--- src/rtl/sensor_packet_deframer_top_assert.svh ---
// ----------------------------------------------------------------------------
// Sensor packet deframer assertion macros
// Shared assertion macros, clocked on clk_i and disabled while rst_ni is low.
// ----------------------------------------------------------------------------
`ifndef SENSOR_PACKET_DEFRAMER_TOP_ASSERT_SVH
`define SENSOR_PACKET_DEFRAMER_TOP_ASSERT_SVH

`ifndef SYNTH
`define SPD_ASSERT(lbl, prop) \
  lbl: assert property (@(posedge clk_i) disable iff (!rst_ni) (prop)) \
    else $error("deframer assertion failed");
`define SPD_ASSERT_NEXT(lbl, ante, cons) \
  lbl: assert property (@(posedge clk_i) disable iff (!rst_ni) (ante) |=> (cons)) \
    else $error("deframer assertion failed");
`else
`define SPD_ASSERT(lbl, prop)
`define SPD_ASSERT_NEXT(lbl, ante, cons)
`endif

`endif

--- src/rtl/spd_pkg.sv ---
// ----------------------------------------------------------------------------
// Sensor packet deframer package
// Frame constants and the types shared by the deframer modules.
// ----------------------------------------------------------------------------
package spd_pkg;

  localparam logic [7:0] HDR_VITAL      = 8'hAA;
  localparam logic [7:0] HDR_REQ        = 8'hA5;
  localparam logic [7:0] REQ_CLOCK_CODE = 8'h01;
  localparam logic [7:0] SPO2_MAX       = 8'd100;
  localparam logic [7:0] FALL_MAX       = 8'd1;

  localparam int BUF_DEPTH = 7;
  localparam int VITAL_LEN = 7;
  localparam int REQ_LEN   = 3;
  localparam int TDATA_W   = 40;
  localparam int SPD_QUEUE_DEPTH = 2;

  typedef enum logic {
    CMD_DATA    = 1'b0,
    CMD_RESTART = 1'b1
  } cmd_e;

  typedef enum logic {
    KIND_VITAL = 1'b0,
    KIND_REQ   = 1'b1
  } kind_e;

  typedef struct packed {
    cmd_e       cmd;
    logic [7:0] data;
  } entry_t;

  typedef struct packed {
    kind_e       kind;
    logic [7:0]  pulse_rate;
    logic [6:0]  oxygen_level;
    logic        fall_level;
    logic        fall_edge;
    logic [15:0] step_count;
  } res_t;

endpackage

--- src/rtl/spd_front.sv ---
// ----------------------------------------------------------------------------
// Sensor packet deframer front end
// Accepts stream words, tags each as data or session restart, and queues them.
// ----------------------------------------------------------------------------
module spd_front import spd_pkg::*; #(
  parameter int QueueDepth = SPD_QUEUE_DEPTH
) (
  input  logic       clk_i,
  input  logic       rst_ni,
  input  logic       s_axis_tvalid,
  output logic       s_axis_tready,
  input  logic [7:0] s_axis_tdata,   // data_byte
  input  logic       s_axis_tuser,   // restart
  output logic       pop_valid_o,
  input  logic       pop_ready_i,
  output entry_t     entry_o
);

  localparam int PtrW = $clog2(QueueDepth);
  localparam int CntW = $clog2(QueueDepth + 1);

  entry_t          q_mem [QueueDepth];
  logic [PtrW-1:0] wr_ptr_q, wr_ptr_d;
  logic [PtrW-1:0] rd_ptr_q, rd_ptr_d;
  logic [CntW-1:0] fill_q, fill_d;
  logic            push, pop;
  entry_t          in_entry;

  assign s_axis_tready = (fill_q != CntW'(QueueDepth));
  assign pop_valid_o   = (fill_q != '0);
  assign push          = s_axis_tvalid && s_axis_tready;
  assign pop           = pop_valid_o && pop_ready_i;
  assign entry_o       = q_mem[rd_ptr_q];

  assign in_entry.cmd  = s_axis_tuser ? CMD_RESTART : CMD_DATA;
  assign in_entry.data = s_axis_tdata;

  always_comb begin
    wr_ptr_d = wr_ptr_q;
    rd_ptr_d = rd_ptr_q;
    fill_d   = fill_q;
    if (push) begin
      wr_ptr_d = (wr_ptr_q == PtrW'(QueueDepth - 1)) ? '0 : wr_ptr_q + 1'b1;
    end
    if (pop) begin
      rd_ptr_d = (rd_ptr_q == PtrW'(QueueDepth - 1)) ? '0 : rd_ptr_q + 1'b1;
    end
    if (push && !pop) begin
      fill_d = fill_q + 1'b1;
    end else if (pop && !push) begin
      fill_d = fill_q - 1'b1;
    end
  end

  always_ff @(posedge clk_i or negedge rst_ni) begin
    if (!rst_ni) begin
      wr_ptr_q <= '0;
      rd_ptr_q <= '0;
      fill_q   <= '0;
    end else begin
      wr_ptr_q <= wr_ptr_d;
      rd_ptr_q <= rd_ptr_d;
      fill_q   <= fill_d;
    end
  end

  always_ff @(posedge clk_i) begin
    if (push) begin
      q_mem[wr_ptr_q] <= in_entry;
    end
  end

`include "sensor_packet_deframer_top_assert.svh"

  `SPD_ASSERT(a_fill_max, fill_q <= CntW'(QueueDepth))
  `SPD_ASSERT_NEXT(a_fill_step, push && !pop, fill_q == $past(fill_q) + 1'b1)
  `SPD_ASSERT_NEXT(a_fill_drop, pop && !push, fill_q == $past(fill_q) - 1'b1)

endmodule

--- src/rtl/spd_scan.sv ---
// ----------------------------------------------------------------------------
// Sensor packet deframer scan engine
// Holds the pending bytes, takes one scan step per cycle unless output back-pressure holds it, and registers results.
// ----------------------------------------------------------------------------
module spd_scan import spd_pkg::*; (
  input  logic   clk_i,
  input  logic   rst_ni,
  input  logic   pop_valid_i,
  output logic   pop_ready_o,
  input  entry_t entry_i,
  output logic   out_valid_o,
  input  logic   out_ready_i,
  output res_t   out_res_o,
  output logic   out_last_o
);

  typedef enum logic [1:0] {
    ST_IDLE = 2'b01,
    ST_SCAN = 2'b10
  } state_e;

  typedef enum logic [1:0] {
    ACT_DONE,
    ACT_DROP,
    ACT_VITAL,
    ACT_REQ
  } act_e;

  state_e     state_q, state_d;
  logic [7:0] buf_q [BUF_DEPTH];
  logic [7:0] buf_d [BUF_DEPTH];
  logic [2:0] cnt_q, cnt_d;
  logic       prev_fall_q, prev_fall_d;
  logic       hold_vld_q, hold_vld_d;
  res_t       hold_q, hold_d;
  logic       out_vld_q, out_vld_d;
  res_t       out_q, out_d;
  logic       out_last_q, out_last_d;

  act_e       act;
  logic [7:0] xsum;
  logic       vital_ok, req_ok, out_free;
  logic [2:0] drop_n;
  res_t       vital_res, req_res;

  assign xsum     = buf_q[0] ^ buf_q[1] ^ buf_q[2] ^ buf_q[3] ^ buf_q[4] ^ buf_q[5];
  assign vital_ok = (xsum == buf_q[6]) && (buf_q[2] <= SPO2_MAX) && (buf_q[3] <= FALL_MAX);
  assign req_ok   = (buf_q[1] == REQ_CLOCK_CODE) && ((buf_q[0] ^ buf_q[1]) == buf_q[2]);
  assign out_free = !out_vld_q || out_ready_i;

  always_comb begin
    if (cnt_q == '0) begin
      act = ACT_DONE;
    end else if (buf_q[0] == HDR_VITAL) begin
      if (cnt_q < 3'(VITAL_LEN)) begin
        act = ACT_DONE;
      end else begin
        act = vital_ok ? ACT_VITAL : ACT_DROP;
      end
    end else if (buf_q[0] == HDR_REQ) begin
      if (cnt_q < 3'(REQ_LEN)) begin
        act = ACT_DONE;
      end else begin
        act = req_ok ? ACT_REQ : ACT_DROP;
      end
    end else begin
      act = ACT_DROP;
    end
  end

  always_comb begin
    vital_res.kind         = KIND_VITAL;
    vital_res.pulse_rate   = buf_q[1];
    vital_res.oxygen_level = buf_q[2][6:0];
    vital_res.fall_level   = buf_q[3][0];
    vital_res.fall_edge    = buf_q[3][0] && !prev_fall_q;
    vital_res.step_count   = {buf_q[5], buf_q[4]};
    req_res                = '0;
    req_res.kind           = KIND_REQ;
  end

  always_comb begin
    state_d     = state_q;
    buf_d       = buf_q;
    cnt_d       = cnt_q;
    prev_fall_d = prev_fall_q;
    hold_vld_d  = hold_vld_q;
    hold_d      = hold_q;
    out_vld_d   = out_vld_q && !out_ready_i;
    out_d       = out_q;
    out_last_d  = out_last_q;
    pop_ready_o = 1'b0;
    drop_n      = '0;
    unique case (state_q)
      ST_IDLE: begin
        pop_ready_o = 1'b1;
        if (pop_valid_i) begin
          if (entry_i.cmd == CMD_RESTART) begin
            cnt_d       = '0;
            prev_fall_d = 1'b0;
          end else begin
            buf_d[cnt_q] = entry_i.data;
            cnt_d        = cnt_q + 1'b1;
            state_d      = ST_SCAN;
          end
        end
      end
      ST_SCAN: begin
        unique case (act)
          ACT_DONE: begin
            if (!hold_vld_q) begin
              state_d = ST_IDLE;
            end else if (out_free) begin
              out_vld_d  = 1'b1;
              out_d      = hold_q;
              out_last_d = 1'b1;
              hold_vld_d = 1'b0;
              state_d    = ST_IDLE;
            end
          end
          ACT_DROP: begin
            drop_n = 3'd1;
          end
          ACT_VITAL, ACT_REQ: begin
            if (!hold_vld_q || out_free) begin
              if (hold_vld_q) begin
                out_vld_d  = 1'b1;
                out_d      = hold_q;
                out_last_d = 1'b0;
              end
              hold_vld_d = 1'b1;
              if (act == ACT_VITAL) begin
                hold_d      = vital_res;
                prev_fall_d = buf_q[3][0];
                drop_n      = 3'(VITAL_LEN);
              end else begin
                hold_d = req_res;
                drop_n = 3'(REQ_LEN);
              end
            end
          end
          default: begin
            drop_n = '0;
          end
        endcase
        cnt_d = cnt_q - drop_n;
        for (int i = 0; i < BUF_DEPTH - 1; i++) begin
          if (drop_n == 3'd1) begin
            buf_d[i] = buf_q[i + 1];
          end
        end
        for (int i = 0; i < BUF_DEPTH - REQ_LEN; i++) begin
          if (drop_n == 3'(REQ_LEN)) begin
            buf_d[i] = buf_q[i + REQ_LEN];
          end
        end
      end
      default: begin
        state_d = ST_IDLE;
      end
    endcase
  end

  always_ff @(posedge clk_i or negedge rst_ni) begin
    if (!rst_ni) begin
      state_q     <= ST_IDLE;
      cnt_q       <= '0;
      prev_fall_q <= 1'b0;
      hold_vld_q  <= 1'b0;
      out_vld_q   <= 1'b0;
    end else begin
      state_q     <= state_d;
      cnt_q       <= cnt_d;
      prev_fall_q <= prev_fall_d;
      hold_vld_q  <= hold_vld_d;
      out_vld_q   <= out_vld_d;
    end
  end

  always_ff @(posedge clk_i) begin
    buf_q      <= buf_d;
    hold_q     <= hold_d;
    out_q      <= out_d;
    out_last_q <= out_last_d;
  end

  assign out_valid_o = out_vld_q;
  assign out_res_o   = out_q;
  assign out_last_o  = out_last_q;

`include "sensor_packet_deframer_top_assert.svh"

  `SPD_ASSERT(a_idle_count, (state_q == ST_IDLE) |-> (cnt_q <= 3'd6))
  `SPD_ASSERT(a_hold_in_scan, hold_vld_q |-> (state_q == ST_SCAN))
  `SPD_ASSERT(a_more_pending, (out_vld_q && !out_last_q) |-> hold_vld_q)
  `SPD_ASSERT_NEXT(a_restart_fall,
    (state_q == ST_IDLE) && pop_valid_i && (entry_i.cmd == CMD_RESTART), !prev_fall_q)

endmodule

--- src/rtl/sensor_packet_deframer_top.sv ---
// ----------------------------------------------------------------------------
// Sensor packet deframer
// Input stream: one link byte per word in s_axis_tdata; s_axis_tuser high
// marks a session restart, which clears the pending bytes and the fall edge
// memory and ignores the byte. Output stream: one word per accepted frame,
// m_axis_tuser gives the kind (0 vital, 1 time request) and m_axis_tlast
// marks the last frame found for one input byte (at most two per byte).
// Input words enter a small queue, so s_axis_tready stays high while the
// queue has room, also while a result waits on the output.
// The scan engine takes one queued byte, then makes one step per cycle over
// its seven-byte window while the output does not hold it back: each step
// accepts a frame or drops one byte, and a last step finds an empty or
// incomplete window; a full window may thus be rescanned byte by byte.
// A result passes through a held frame register, then the output register.
// When the receiver stalls, the output register and one held frame fill and
// the scan engine waits, then the input queue fills and tready falls.
// Reset empties the queue, the pending bytes and the fall edge memory.
// ----------------------------------------------------------------------------
module sensor_packet_deframer_top import spd_pkg::*; #(
  parameter int QueueDepth = SPD_QUEUE_DEPTH
) (
  input  logic               clk_i,
  input  logic               rst_ni,
  input  logic               s_axis_tvalid,
  output logic               s_axis_tready,
  input  logic [7:0]         s_axis_tdata,   // data_byte
  input  logic               s_axis_tuser,   // restart
  output logic               m_axis_tvalid,
  input  logic               m_axis_tready,
  output logic [TDATA_W-1:0] m_axis_tdata,   // pulse_rate, oxygen_level, fall_level,
                                             // fall_edge, step_count, zero fill
  output logic               m_axis_tuser,   // kind
  output logic               m_axis_tlast    // last
);

  localparam int UsedW = 33;

  logic   pop_valid, pop_ready;
  entry_t entry;
  res_t   res;
  logic   res_last;

  spd_front #(
    .QueueDepth(QueueDepth)
  ) u_front (
    .clk_i         (clk_i),
    .rst_ni        (rst_ni),
    .s_axis_tvalid (s_axis_tvalid),
    .s_axis_tready (s_axis_tready),
    .s_axis_tdata  (s_axis_tdata),
    .s_axis_tuser  (s_axis_tuser),
    .pop_valid_o   (pop_valid),
    .pop_ready_i   (pop_ready),
    .entry_o       (entry)
  );

  spd_scan u_scan (
    .clk_i       (clk_i),
    .rst_ni      (rst_ni),
    .pop_valid_i (pop_valid),
    .pop_ready_o (pop_ready),
    .entry_i     (entry),
    .out_valid_o (m_axis_tvalid),
    .out_ready_i (m_axis_tready),
    .out_res_o   (res),
    .out_last_o  (res_last)
  );

  assign m_axis_tdata = {{(TDATA_W - UsedW){1'b0}}, res.step_count, res.fall_edge,
                         res.fall_level, res.oxygen_level, res.pulse_rate};
  assign m_axis_tuser = res.kind;
  assign m_axis_tlast = res_last;

endmodule
--- config.mk ---
export PLATFORM = sky130hd
export DESIGN_NAME = sensor_packet_deframer_top
export DESIGN_NICKNAME = d
export VERILOG_FILES = /design/src/rtl/spd_pkg.sv /design/src/rtl/spd_front.sv /design/src/rtl/spd_scan.sv /design/src/rtl/sensor_packet_deframer_top.sv
export VERILOG_INCLUDE_DIRS = /design/src /design/src/rtl
export SDC_FILE = /design/constraint.sdc
export NUM_CORES = 1
export LEC_CHECK = 0
export BUFFER_PORTS_ARGS = -buffer_cell sky130_fd_sc_hd__buf_2
export CORE_AREA = 2 2 152 154
export CTS_CLUSTER_DIAMETER = 80
export DETAILED_ROUTE_END_ITERATION = 8
export DIE_AREA = 0 0 154 156
export PLACE_DENSITY = 0.51
export REMOVE_ABC_BUFFERS = 1
export SYNTH_ARGS = -nofsm -noshare
export SYNTH_HDL_FRONTEND = slang
export SYNTH_HIERARCHICAL = 1
export SYNTH_SLANG_ARGS = --single-unit
--- constraint.sdc ---
create_clock -name clk_i -period 5.85 [get_ports clk_i]
set_input_delay 0.2925 -clock clk_i [delete_from_list [all_inputs] [get_ports clk_i]]
set_output_delay 0.2925 -clock clk_i [all_outputs]
set_load 0.005 [all_outputs]
======== Yosys cells after proc, flatten, opt, wreduce, memory -nomap -nowiden ========
Memories as Yosys holds them, arrays and structs flattened.
Index checks and enable logic that the tools add are counted.
word-level totals
  memories kept ........................... 1
  bits of input ports ..................... 13
  logic and storage cells ................. 180
  output and inout bits ................... 44
  register bits after elaboration ......... 137
  RAM bits ................................ 18
memories
  name           words  bits a word  read ports  clocked after Yosys merged registers in  wr ports  line             text
  u_front.q_mem  2      9            1           0                                        1         spd_front.sv:22  entry_t q_mem [QueueDepth];
operators by class
  order comparisons ....................... 6
  bitwise operators ....................... 7
  add/subtract/negate cells ............... 6
  muxes and demuxes ....................... 71
  reduce and logical (&&, ||, !) cells .... 34
  eq/ne operators ......................... 27
operators by type and width
  operator            number
  $mux 34             5
  $mux 56             2
  $pmux 48 s2         1
  $mux 8              11
  $pmux 34 s2         1
  $bwmux 56           1
  $xor 8x8->8         5
  $mux 2              14
  $demux 8 s3         1
  $mux 1              23
  $eq 8x8->1          2
  $eq 8x8->1 const B  2
  $mux 3              5
  $ne 2x1->1 const B  7
  $ne 2x2->1 const B  6
  $pmux 3 s2          2
  $reduce_and 4->1    3
  $reduce_and 6->1    2
  $logic_and 1x1->1   10
  $reduce_and 3->1    3
  $eq 8x1->1 const B  1
  $le 8x1->1 const B  1
  $le 8x7->1 const B  1
  $pmux 1 s2          4
  25 further kinds    38

======== Longest topological paths before layout ========
Gate-level depths: netlist of run 1.
  depth after elaboration ................. 21
  depth in mapped cells ................... 15
  gate-level depth less buffers ........... 13

======== By module ========
The synthesis of run 1 kept the hierarchy.
by module, submodules not included
  module                      times used  cells an instance  sequential area each (um^2)  area each (um^2)
  spd_scan                    1           441                3955.0                       6177.2
  spd_front                   1           46                 640.6                        860.8
  sensor_packet_deframer_top  1           8                  0.0                          56.3

======== Least setup slack after synthesis of run 1 ========
OpenSTA, ideal clock, no wires.
  path kind ............................... register to register
  start point ............................. register u_scan/buf_q[43] in the netlist's numbering
  end point ............................... register u_scan/hold_q[0] in the netlist's numbering, enable pin
  period minus slack after synthesis ...... 3.254 ns
  buffers on the path ..................... 1
  cell stages (with the launch flop) ...... 8
  slack ................................... 2.596 ns
  arrival ................................. 2.860 ns
  library setup time ...................... 0.394 ns
  data required time ...................... 5.456 ns
  cells stage by stage .................... edfxtp_1 -> xnor3_2 -> xnor3_1 -> nor4b_2 -> and4_1 -> or2_1 -> buf_2 -> and3_1
between the ends
  longest elaborated chain between the ends .. 15
  elaborated cells between the ends (all ways) .. 22
  classes of those cells .................. eq/ne: 5; mux: 7; bitwise: 5; reduce/logical: 5
ends and longest elaborated chain
  item                                 line                            text
  start, declared                      spd_scan.sv:30                  logic [7:0] buf_q [BUF_DEPTH];
  start signal, assigned               spd_scan.sv:181                 buf_q <= buf_d;
  $xor 8x8->8                          spd_scan.sv:46, spd_scan.sv:48
  $xor 8x8->8 (4 in series)            spd_scan.sv:46                  assign xsum = buf_q[0] ^ buf_q[1] ^ buf_q[2] ^ buf_q[3] ^ buf_q[4] ^ buf_q[5];
  $eq 8x8->1                           spd_scan.sv:47                  assign vital_ok = (xsum == buf_q[6]) && (buf_q[2] <= SPO2_MAX) && (buf_q[3] <= FALL_MAX);
  $logic_and 1x1->1 (2 in series)      spd_scan.sv:47
  $mux 2                               spd_scan.sv:58                  act = vital_ok ? ACT_VITAL : ACT_DROP;
  $mux 2                               spd_scan.sv:55                  if (cnt_q < 3'(VITAL_LEN)) begin
  $mux 2 *                             spd_scan.sv:54                  end else if (buf_q[0] == HDR_VITAL) begin
  $mux 2 *                             spd_scan.sv:52                  if (cnt_q == '0) begin
  $eq 2x2->1                           spd_scan.sv:109                 unique case (act)
  $reduce_or 2->1 *                    spd_scan.sv:109
  $reduce_and 3->1 (no source line) *  -
  end signal, assigned                 spd_scan.sv:182                 hold_q <= hold_d;
  end, declared                        spd_scan.sv:35                  res_t hold_q, hold_d;
Every way passes the cells marked *; elsewhere a longest branch is shown, timed or not.
A chain may end at the register's enable or synchronous reset.

======== Worst setup path in the final report of run 1 ========
  start point ............................. register u_scan/buf_q[43] in the netlist's numbering
  end point ............................... register u_scan.cnt_q[1]
between the ends
  longest elaborated chain between the ends .. 18
  elaborated cells between the ends (all ways) .. 26
  classes of those cells .................. add/sub: 1; eq/ne: 6; mux: 10; bitwise: 5; reduce/logical: 4
ends and longest elaborated chain
  item                             line                            text
  $xor 8x8->8                      spd_scan.sv:46, spd_scan.sv:48
  $xor 8x8->8 (4 in series)        spd_scan.sv:46
  $eq 8x8->1                       spd_scan.sv:47
  $logic_and 1x1->1 (2 in series)  spd_scan.sv:47
  $mux 2                           spd_scan.sv:58
  $mux 2                           spd_scan.sv:55
  $mux 2 *                         spd_scan.sv:54
  $mux 2 *                         spd_scan.sv:52
  $eq 2x2->1                       spd_scan.sv:109
  $reduce_or 2->1                  spd_scan.sv:109
  $pmux 3 s2 *                     spd_scan.sv:109
  $mux 3 *                         spd_scan.sv:94                  unique case (state_q)
  $sub 3x3->3 *                    spd_scan.sv:146                 cnt_d = cnt_q - drop_n;
  $pmux 3 s2 *                     spd_scan.sv:94
  end signal, assigned             spd_scan.sv:173                 cnt_q <= cnt_d;
  end, declared                    spd_scan.sv:32                  logic [2:0] cnt_q, cnt_d;
Every way passes the cells marked *; elsewhere a longest branch is shown, timed or not. The select of a mux whose other input is x is not followed.

==> results of run 1 <==
-- kinds of logic after synthesis --
family          after synthesis  synth area share
simple gates                137             0.114
mux                          28            0.0422
buf+inv                      40            0.0296
xor+xnor                     38            0.0783
fa+ha+maj                     5           0.00988
other cells                   1          0.000529
flops                       155             0.648
compound gates               91            0.0781
-- synthesized netlist by cell type, types with 4 or more instances --
master	n	area [um^2]
mux2_2	11	124
nor4_1	4	25.0
xnor3_1	14	315
or3_1	5	31.3
buf_2	4	20.0
o22ai_1	32	200
mux2i_1	16	160
a31oi_1	4	25.0
and2_1	36	225
nor2_1	9	33.8
dfrtp_1	11	275
clkbuf_1	8	30.0
xnor2_1	19	166
edfxtp_1	143	4290
nand2_1	40	150
inv_1	9	33.8
nor3_1	7	35.0
ha_1	4	50.1
buf_4	11	82.6
and3_1	7	43.8
a21oi_1	19	95.1
buf_1	5	18.8
a211oi_1	5	37.5
o21ai_0	21	105
-- power by group through the flow --
stage,registers [mW],logic (mW),clock network [mW]
finish,1.74,1.32,1.08
global route,1.77,1.43,1.15
CTS,1.74,1.32,1.11
detailed placement,1.77,1.31,0
global placement,1.76,1.30,0
floorplan,1.66,0.997,0
-- routing by layer --
| layer | GRT usage | up-vias |
|---|---|---|
| met2 | 0.222 | 155 |
| met3 | 0.0319 | 33 |
| met5 | 0 | - |
| met1 | 0.179 | 2098 |
| met4 | 0.0610 | 0 |
| li1 | - | 1959 |
-- through the flow --
stage | power [mW] | cells
6_report | 4.15 | 843
3_5_place_dp | 3.08 | 810
2_1_floorplan | 2.66 | 470
3_3_place_gp | 3.06 | 810
5_1_grt | 4.35 | 843
4_1_cts | 4.18 | 843
-- cell type report --
class	count	area (um^2)	area share
well taps	285	357	0.0435
repair buffers	56	300	0.0366
flip-flops and latches	155	4600	0.561
clock inverters	15	156	0.0191
inverters	9	33.8	0.00412
multi-input cells	306	2330	0.284
clock buffers	17	425	0.0519
-- worst min-delay path by stage --
stage	start	slack (ps)	cells after the start	end
global placement	rst_ni	200	1	u_front/fill_q[1]$_DFFE_PN0P_
finish	s_axis_tdata[6]	50	1	u_front/q_mem[1][6]$_DFFE_PP_
global route	s_axis_tdata[5]	50	1	u_front/q_mem[1][5]$_DFFE_PP_
detailed placement	rst_ni	200	1	u_front/fill_q[1]$_DFFE_PN0P_
CTS	s_axis_tdata[6]	30	1	u_front/q_mem[1][6]$_DFFE_PP_
floorplan	rst_ni	-3	0	u_front/fill_q[0]$_DFFE_PN0P_
-- registers in the layout, indices dropped and copies added, names as in the netlist, 2 cells and up --
signal and flops:
u_scan/buf_q 56, u_scan/hold_q 34, u_scan/out_res_o 34, u_front/q_mem 18, u_scan/cnt_q 3, u_front/fill_q 2, u_scan/state_q 2
-- worst max-delay path, delay by kind of cell, from the launching register on --
| kind | cells | cell delay (ps) |
|---|---|---|
| buf+inv | 1 | 60 |
| simple gates | 4 | 980 |
| flops | 1 | 460 |
| compound gates | 2 | 240 |
| mux | 1 | 270 |
| fa+ha+maj | 2 | 610 |
| xor+xnor | 2 | 830 |
-- repair_timing --
item                      in CTS  in global routing
buffers inserted               0                  0
hold endpoints to repair      11                  0
hold buffers                   1                  0
==> out/metrics.yaml, run 1 <==
status:
  outcome: "finished clean"
sta:
  rsz0062_at_grt: "no"
  slew-limit-headroom: 0.333
  fin_crit_ps: 3590
  fin_tns_setup_ps: 0
  worst_slack_ps: 2260
  fin_skew_ps: 9.72
  tightest_slew_ps: 999
  timing.hold.ws_ps: 52.7
  timing.fmax_ghz: 0.279
  slew_violations: 0
  finalSetupViolations: 0
  hold_viol_final: 0
  post-route-period-util: 0.613
logic_synthesis:
  synth-edff-count: 143
  synth_seq_cells: 155
  synthFlopType: "edfxtp_1"
  synthCells: 495
  synth_cell_type_count: 59
  synthArstFlopShare: 0.0774
  synthesis.area_um2: 7090
  ys_warn_count: 6
  syn_area_per_cell_um2: 14.3
  ys_seq_area_frac: 0.648
worst_setup_path:
  cp-end-kind: "flop"
  path_class: "reg2reg"
  required_ps: 6140
  arrival_ps: 3880
  rrSetupSlack_ps: 2260
  critPathMaxFanout: 10
  cp-start-kind: "flop"
  critical_path.endpoint: "u_scan/cnt_q[1]$_DFFE_PN0P_"
  timing.rr.start: "u_scan/buf_q[43]$_DFFE_PP_"
  slowest_delay_ps: 460
  critical-path-slowest-cell: "edfxtp_1"
  r2r_end: "u_scan/cnt_q[1]$_DFFE_PN0P_"
  rr_worst_depth: 12
  path_cells: "xnor3_2 > xnor3_1 > nor4b_2 > and4_1 > or2_1 > a31oi_1 > ha_1 > inv_1 > fa_1 > mux2_2 > nand2_1 > o21ai_0"
  crit_start: "u_scan/buf_q[43]$_DFFE_PP_"
power_and_ir_drop:
  power.internal_mw: 2.73
  vdd_drop_max_mv: 0.222
  sw_frac_of_total: 0.342
  p_leak_nw: 2.95
  combPwrFrac: 0.319
  power.share.clock: 0.261
  p_per_area_nw_per_um2: 507
  seqPwrFrac: 0.420
  p_sw_mw: 1.42
layout:
  post-route-cell-area_um2: 8200
  final_common_cell: "edfxtp_1"
  n_antenna_cell: 0
  area_growth_pct: 15.5
  most-common-layout-cells: "edfxtp_1, buf_2, nand2_1"
  layout-drive-gt1-share: 0.211
  fillCellCount: 2082
  nNetsFinal: 563
  fin_util: 0.366
die:
  rows: 55
  die_y_um: 156
  io_pins: 57
  design.die.area_um2: 24000
  core_area_um2: 22400
  initial_core_util: 0.317
  die_w_um: 154
drt:
  drc_errors: 0
  wl_per_cell_um: 19.0
  wirelength_um: 16000
  highest_layer: "met4"
  postRouteAntennaNets: 0
  met3_length_um: 960
  drtIter0Drc: 287
  vias: 4245
  vias_per_cell: 5.04
  dr.pass1.iters: 4
  wl_met2_um: 7710
  wl_met1_um: 6900
place:
  dpl-instance-area_um2: 7600
  dp_slack_ps: 2290
  dp_hpwl_um: 11300
  gp_congestion: 0.916
  portBuffers: 49
grt:
  grt.total_usage: 0.138
  grt_max_degree: 38
  grt_pass1_vias: 4298
  antenna_found_initial: 0
  grt_overflow: 0
  grt_pass1_wl_um: 25100
clock_network:
  cts-root-buf: "clkbuf_16"
  cts_sinks: 155
  path_clk_slew_ps: 70
  cts_buffers: 17
  h-tree-depth: 4
  cts_buffer_depth: 2
  clock_latency_ps: 430
  cts_tree: "built"
  cts_resized: 0
min_path:
  holdCritPathClass: "in2reg"
job:
  maxCapViolCount: 0
(Power assumes the default switching activity.)
==> run 2, diff against run 1 <==
--- a/config.mk
+++ b/config.mk
@@ -6,12 +6,13 @@
 export SDC_FILE = /design/constraint.sdc
 export NUM_CORES = 1
 export LEC_CHECK = 0
+export ABC_AREA = 1
 export BUFFER_PORTS_ARGS = -buffer_cell sky130_fd_sc_hd__buf_2
-export CORE_AREA = 2 2 152 154
+export CORE_AREA = 2 2 157 159
 export CTS_CLUSTER_DIAMETER = 80
 export DETAILED_ROUTE_END_ITERATION = 8
-export DIE_AREA = 0 0 154 156
-export PLACE_DENSITY = 0.51
+export DIE_AREA = 0 0 159 161
+export PLACE_DENSITY = 0.52
 export REMOVE_ABC_BUFFERS = 1
 export SYNTH_ARGS = -nofsm -noshare
 export SYNTH_HDL_FRONTEND = slang
==> constraint.sdc (replaced) <==
create_clock -name clk_i -period 2.9 [get_ports clk_i]
set_input_delay 0.145 -clock clk_i [delete_from_list [all_inputs] [get_ports clk_i]]
set_output_delay 0.145 -clock clk_i [all_outputs]
set_load 0.005 [all_outputs]
==> run 2 against run 1 <==
The flow now finishes with violations (setup timing). Highest routed layer unchanged. Design area grew 25%. Largest power group is now combinational cells. Clock power increased by 110%. Global-route usage increased by 1.0 points. Largest cell class unchanged. Final cell count grew 59%. Die area rose by 6.6%. Routed wire length rose by 26%. Worst setup slack worse by 2300 ps. Fmax grew 20%. Count of clock-buffer cells in the layout grew 2. Critical path type unchanged. Hold slack better by 19 ps. Core utilization is 6.2 points higher. First-iteration DRC count increased by 43%.
==> out/metrics.yaml, run 2 <==
worst_setup_path:
  critical-path-slowest-cell: "edfxtp_1"
  cp-end-kind: "flop"
  path_buf_inv: 3  # +2
  crit_cells: 24  # +12
  cp-start-kind: "flop"
  crit_family: "simple AND/OR/NAND/NOR gates"
  arrival_ps: 3340  # -540 ps
  rr_worst_depth: 24  # +12
  path_cells: "inv_2 > nand2_2 > nand2_1 > nand2_1 > nand2_2 > nand2_1 > nand2_1 > nand2_1 > nand2_1 > nor2_2 > nand2_2 > nor2_1 > nand2_1 > a21oi_2 > nand2_1 > nand2_1 > ha_2 > inv_2 > fa_2 > xor2_2 > inv_1 > nand3_2 > nand3_2 > a21oi_2"
  path_common_cell: "nand2_1"
  critPathMaxFanout: 4  # -6
  slowest_delay_ps: 450  # about the same
  rrSetupSlack_ps: -80  # -2340 ps
  required_ps: 3260  # -2880 ps
  path_class: "reg2reg"
clock_network:
  cts_sinks: 155  # unchanged
  cts_buffer_depth: 2  # unchanged
  h-tree-depth: 4  # unchanged
  path_clk_slew_ps: 60  # about the same
  cts-root-buf: "clkbuf_16"
  clock_latency_ps: 430  # about the same
  cts_tree: "built"
  cts_buffers: 17  # unchanged
sta:
  slew_violations: 0  # unchanged
  worst_slack_ps: -79.8  # -2340 ps
  fin_crit_ps: 2980  # -608 ps
  post-route-period-util: 1.03  # +0.414
  timing.hold.ws_ps: 72.1  # +19.3 ps
  fin_skew_ps: 6.33  # -3.40 ps
  timing.fmax_ghz: 0.336  # +20%
  rsz0062_at_grt: "yes"
  finalSetupViolations: 23  # +23
  tightest_slew_ps: 734  # -265 ps
  hold_viol_final: 0  # unchanged
  slew-limit-headroom: 0.509  # +0.176
grt:
  antenna_found_initial: 0  # unchanged
  grt_pass1_vias: 5615  # +31%
  met3_usage: 0.0282  # -0.00370
  grt_overflow: 0  # unchanged
  grt_pass1_wl_um: 29200  # +16%
  busiest_layer: "met2"
  use_met2: 0.246  # +0.0246
  grt.total_usage: 0.149  # +0.0104
  grt_use_met1: 0.190  # +0.0109
  grt_max_degree: 31  # -18%
logic_synthesis:
  synth_compound_area_frac: 0.0671  # -0.0111
  ys_seq_area_frac: 0.613  # -0.0351
  yosys.area_share.simple: 0.229  # +0.116
  synth.most_common_cell: "nand2_1"
  synth-edff-count: 143  # unchanged
  synth_top_area_cell: "edfxtp_1"
  synth_top_family_by_area: "simple AND/OR/NAND/NOR gates"
  synth_top_area_frac: 0.572  # -0.0328
  synthesis.area_um2: 7500  # +5.7%
  syn_area_per_cell_um2: 9.36  # -35%
  synth_xor_area_frac: 0.00567  # -0.0726
  synth_seq_cells: 155  # unchanged
  synthArstFlopShare: 0.0774  # unchanged
  ys_warn_count: 6  # unchanged
  synth_area_leaders: "edfxtp_1, nand2_1, nor2_1"
  synth_mux_area_frac: 0  # -0.0422
  synthCells: 801  # +62%
  yosys-top-cells-count: "nand2_1, edfxtp_1, nor2_1, inv_1, nand3_1"
  synth_cell_type_count: 36  # -39%
  synthAdderAreaFrac: 0.00934  # -0.000535
  synthFlopType: "edfxtp_1"
layout:
  layout-drive-gt1-share: 0.344  # +0.132
  final_common_cell: "nand2_1"
  n_antenna_cell: 0  # unchanged
  top_register: "u_scan/buf_q"
  nNetsFinal: 1021  # +81%
  most-common-layout-cells: "nand2_1, edfxtp_1, buf_4"
  largest_reg_flops: 56  # unchanged
  post-route-cell-area_um2: 10300  # +25%
  area_growth_pct: 37.0
die:
  rows: 57  # +3.6%
  core_area_um2: 24000  # +7.1%
  die_y_um: 161  # +3.2%
  design.die.area_um2: 25600  # +6.6%
  initial_core_util: 0.313  # -0.00418
  io_pins: 57  # unchanged
  die_w_um: 159  # +3.2%
power_and_ir_drop:
  p_sw_mw: 4.12  # +190%
  p_leak_nw: 4.47  # +52%
  seqPwrFrac: 0.331  # -0.089
  combPwrFrac: 0.456  # +0.137
  power.internal_mw: 6.40  # +130%
  power.share.clock: 0.213  # -0.048
  p_per_area_nw_per_um2: 1020  # +100%
  sw_frac_of_total: 0.392  # +0.0492
  vdd_drop_max_mv: 0.503  # +130%
drt:
  drc_errors: 0  # unchanged
  drtIter0Drc: 409  # +43%
  wl_per_cell_um: 15.1  # -21%
  vias_per_cell: 4.55  # -9.6%
  vias: 6094  # +44%
  dr.pass1.iters: 7  # +3
  wirelength_um: 20200  # +26%
  postRouteAntennaNets: 0  # unchanged
min_path:
  whs_path_depth: 4  # +3
  holdCritPathClass: "in2reg"
place:
  dpl-instance-area_um2: 8810  # +16%
  portBuffers: 49  # unchanged
  dp_hpwl_um: 13800  # +23%
  gp_congestion: 0.886  # -3.3%
  dp_slack_ps: -265  # -2560 ps
status:
  violations: "setup timing"
  outcome: "complete, but fails checks"
job:
  maxCapViolCount: 0  # unchanged
run 2: changes by cell type after synthesis, sizes merged, moves of 36 or more:
cell and change:
nand2 +206, inv +92, nor2 +83, nand3 +49, o21ai +46, and2 -36
run 2: cell families (layout without fill, tap and decap cells):
logic type	Yosys count	in the layout
xor gates and xnor gates	4	4
and+or+nand+nor	414	414
AOI/OAI and AO/OA	93	93
buffers and inverters	129	337
DFF	155	155
adders and majority gates	5	5
other	1	7
run 2: routing by layer:
| metal | share of wire | vias up |
|---|---|---|
| met2 | 0.47 | 175 |
| li1 | - | 3057 |
| met5 | 0 | - |
| met1 | 0.45 | 2824 |
| met4 | 0.035 | 0 |
| met3 | 0.052 | 38 |
run 2: layout make-up:
cell class | count | area, um^2
inverter | 104 | 395
tap | 324 | 405
sequential | 155 | 4600
timing repair buffer | 202 | 1600
multi-input combinational | 523 | 2700
clock buffer | 19 | 433
clock inverter | 12 | 150
fill | 2378 | 13700
run 2: repair_timing:
action,4_1_cts,5_1_grt
gates resized for setup,8,116
gates cloned,0,5
setup buffers,4,31
hold buffers,11,0
endpoints found under the hold margin,31,0
endpoints found under the setup margin,50,87
pin swaps,1,49
run 2: final timing paths:
path                                                  from                        endpoint
max in group asynchronous                           rst_ni   u_scan/state_q[0]$_DFFE_PN1P_
max                             u_scan/buf_q[34]$_DFFE_PP_     u_scan/cnt_q[2]$_DFFE_PN0P_
min reg2reg                u_scan/hold_q[24]$_SDFFCE_PP0P_  u_scan/out_res_o[24]$_DFFE_PP_
min in group asynchronous                           rst_ni    u_front/wr_ptr_q$_DFFE_PN0P_
min                                          m_axis_tready    u_scan/out_valid_o$_DFF_PN0_
max reg2reg                     u_scan/buf_q[34]$_DFFE_PP_     u_scan/cnt_q[2]$_DFFE_PN0P_
run 2: tightest hold or removal path: cells and delay by family:
kind	cells	cell delay, ps
AO/OA/AOI/OAI	1	80
buffers and inverters	2	150
AND/OR/NAND/NOR	1	70
run 2: power groups by stage:
| stage | logic, mW | clock network (mW) | registers [mW] |
|---|---|---|---|
| floorplan | 2.19 | 0 | 3.45 |
| global placement | 3.84 | 0 | 3.51 |
| detailed placement | 3.87 | 0 | 3.52 |
| CTS | 3.98 | 2.30 | 3.46 |
| global route | 5.25 | 2.37 | 3.54 |
| finish | 4.79 | 2.24 | 3.48 |
run 2: stage by stage:
step | setup TNS [ps] | utilization | std cells | power [mW]
global route | -9770 | 0.429 | 1339 | 11.2
detailed placement | -5730 | 0.367 | 1257 | 7.38
global placement | -5780 | 0.367 | 1257 | 7.35
floorplan | -137800 | - | 782 | 5.63
CTS | -130 | 0.399 | 1303 | 9.74
finish | -406 | 0.429 | 1339 | 10.5
==> run 3, diff against run 2 <==
--- a/config.mk
+++ b/config.mk
@@ -8,10 +8,10 @@
 export LEC_CHECK = 0
 export ABC_AREA = 1
 export BUFFER_PORTS_ARGS = -buffer_cell sky130_fd_sc_hd__buf_2
-export CORE_AREA = 2 2 157 159
+export CORE_AREA = 4 4 159 161
 export CTS_CLUSTER_DIAMETER = 80
 export DETAILED_ROUTE_END_ITERATION = 8
-export DIE_AREA = 0 0 159 161
+export DIE_AREA = 0 0 163 165
 export PLACE_DENSITY = 0.52
 export REMOVE_ABC_BUFFERS = 1
 export SYNTH_ARGS = -nofsm -noshare
==> run 3 against run 2 <==
The flow now finishes without violations. Count of clock-buffer cells in the layout is 1 lower. First-iteration DRC count is 17% higher. Via count is 3.6% lower. Non-clock buffer count is 22 lower. Register-to-register slack better by 80 ps. Routed wire length is 5.6% lower. Worst setup slack better by 81 ps. Hold slack worse by 17 ps. Total power is 3.5% lower. Global-route usage is 0.54 points lower. Largest cell class unchanged. Highest routed layer unchanged.
==> out/metrics.yaml, run 3 (same netlist as run 2, synthesis figures left out) <==
status:
  outcome: "finished clean"
clock_network:
  cts-root-buf: "clkbuf_16"
  h-tree-depth: 4  # unchanged
  cts_buffer_depth: 2  # unchanged
  cts_tree: "built"
  cts_buffers: 17  # unchanged
  path_clk_slew_ps: 60  # about the same
  cts_sinks: 155  # unchanged
  clock_latency_ps: 430  # about the same
layout:
  n_antenna_cell: 0  # unchanged
  largest_reg_flops: 56  # unchanged
  multiInputGateArea_um2: 2590  # -4.2%
  nNetsFinal: 999  # -2.2%
  layout-drive-gt1-share: 0.307  # -0.0370
  fin_util: 0.413  # -0.0156
  top_register: "u_scan/buf_q"
  fillCellCount: 2379  # +0.042%
  most-common-layout-cells: "nand2_1, edfxtp_1, buf_4"
  area_growth_pct: 32.0
  final_common_cell: "nand2_1"
  seqCellArea_um2: 4600  # unchanged
place:
  dp_hpwl_um: 13900  # +0.13%
  gp_congestion: 0.846  # -4.5%
  portBuffers: 49  # unchanged
drt:
  wirelength_um: 19100  # -5.6%
  vias: 5875  # -3.6%
  vias_per_cell: 4.46  # -2.1%
  postRouteAntennaNets: 0  # unchanged
  dr.pass1.iters: 5  # -2
  wl_per_cell_um: 14.5  # -4.1%
  drc_errors: 0  # unchanged
  drtIter0Drc: 480  # +17%
job:
  maxCapViolCount: 0  # unchanged
worst_setup_path:
  critical-path-slowest-cell: "edfxtp_1"
  required_ps: 3260  # about the same
  arrival_ps: 3260  # -80 ps
  cp-start-kind: "flop"
  cp-end-kind: "flop"
  slowest_delay_ps: 450  # about the same
  path_cells: "inv_2 > buf_4 > buf_4 > nand4_1 > nor2_1 > o2111a_1 > nand3_1 > nand2_1 > nand2_1 > a21oi_2 > nand2_1 > nand2_2 > ha_4 > inv_2 > fa_2 > xor2_2 > inv_1 > nand3_1 > nand3_1 > a21oi_1"
  path_class: "reg2reg"
  critPathMaxFanout: 4  # unchanged
sta:
  post-route-period-util: 1.00  # -0.0279
  finalSetupViolations: 0  # -100%
  fin_skew_ps: 6.93  # +0.606 ps
  rsz0062_at_grt: "yes"
  tightest_slew_ps: 769  # +34.5 ps
  slew-limit-headroom: 0.486  # -0.0231
  slew_violations: 0  # unchanged
  timing.hold.ws_ps: 55.1  # -17.0 ps
  hold_viol_final: 0  # unchanged
  fin_crit_ps: 2900  # -81.0 ps
  timing.fmax_ghz: 0.345  # +2.8%
die:
  die_y_um: 165  # +2.5%
  initial_core_util: 0.313  # unchanged
  core_area_um2: 24000  # unchanged
  rows: 57  # unchanged
  design.die.area_um2: 26900  # +5.1%
  die_w_um: 163  # +2.5%
  io_pins: 57  # unchanged
power_and_ir_drop:
  p_leak_nw: 4.31  # -3.7%
  p_per_area_nw_per_um2: 1030  # +0.18%
  vdd_drop_max_mv: 0.592  # +18%
grt:
  antenna_found_initial: 0  # unchanged
  grt_overflow: 0  # unchanged
  grt_pass1_wl_um: 29400  # +0.78%
  grt.total_usage: 0.143  # -0.00543
  grt_max_degree: 31  # unchanged
  grt_pass1_vias: 5507  # -1.9%
min_path:
  holdCritPathClass: "in2reg"
## run 3: final cells by class
class | count | area share
inverters | 104 | 0.0397
clock buffers | 18 | 0.0433
flip-flops and latches | 155 | 0.464
well taps | 324 | 0.0409
clock inverters | 14 | 0.0173
multi-input cells | 523 | 0.261
repair buffers | 180 | 0.133
## run 3: metal layers
layer  vias up  wire length (um)  track usage
li1       3009                 -            -
met4         0               466       0.0579
met2       142              8980        0.233
met3        25               809       0.0294
met1      2699              8830        0.187
met5         -                 0            0
## run 3: power breakdown
| part | internal [mW] | switching, mW |
|---|---|---|
| Combinational | 1.75 | 2.66 |
| Sequential | 3.09 | 0.378 |
| Clock | 1.36 | 0.920 |
| Total | 6.20 | 3.95 |
## run 3: timing repair
item | in CTS | in global routing
endpoints found under the setup margin | 18 | 86
gates resized for setup | 7 | 70
cloned | 0 | 0
pin swaps | 2 | 33
endpoints found under the hold margin | 31 | 0
setup buffers | 5 | 22
hold buffers | 11 | 0
## run 3: worst paths after layout
| path | slack, ps | depth (start not counted) | end | startpoint |
|---|---|---|---|---|
| hold / removal | 60 | 4 | u_scan/out_valid_o$_DFF_PN0_ | m_axis_tready |
| min in group asynchronous | 130 | 2 | u_front/fill_q[1]$_DFFE_PN0P_ | rst_ni |
| setup / recovery | 1 | 20 | u_scan/cnt_q[2]$_DFFE_PN0P_ | u_scan/buf_q[42]$_DFFE_PP_ |
| hold reg to reg | 420 | 0 | u_scan/out_res_o[2]$_DFFE_PP_ | u_scan/hold_q[2]$_SDFFCE_PP0P_ |
| max in group asynchronous | 2490 | 2 | u_scan/state_q[0]$_DFFE_PN1P_ | rst_ni |
| setup reg to reg | 1 | 20 | u_scan/cnt_q[2]$_DFFE_PN0P_ | u_scan/buf_q[42]$_DFFE_PP_ |
## run 3: worst max-delay path: cells and delay by family, from the launching register on
kind            cells  cell delay [ps]
buf+inv             5              390
simple gates        9              860
flops               1              450
fa+ha+maj           2              490
compound gates      3              490
xor+xnor            1              150
## run 3: metrics by stage
step                      setup TNS, ps  setup WS, ps  total power [mW]  area [um^2]  std cells
after floorplan                 -137800         -2060              5.63         7350        782
after global placement            -54.3         -54.3              7.30         8770       1249
after detailed placement           -261          -126              7.31         8770       1249
after CTS                             0         0.134              9.70         9540       1297
after global routing              -1800          -258              10.9         9900       1318
final                                 0          1.26              10.2         9900       1318
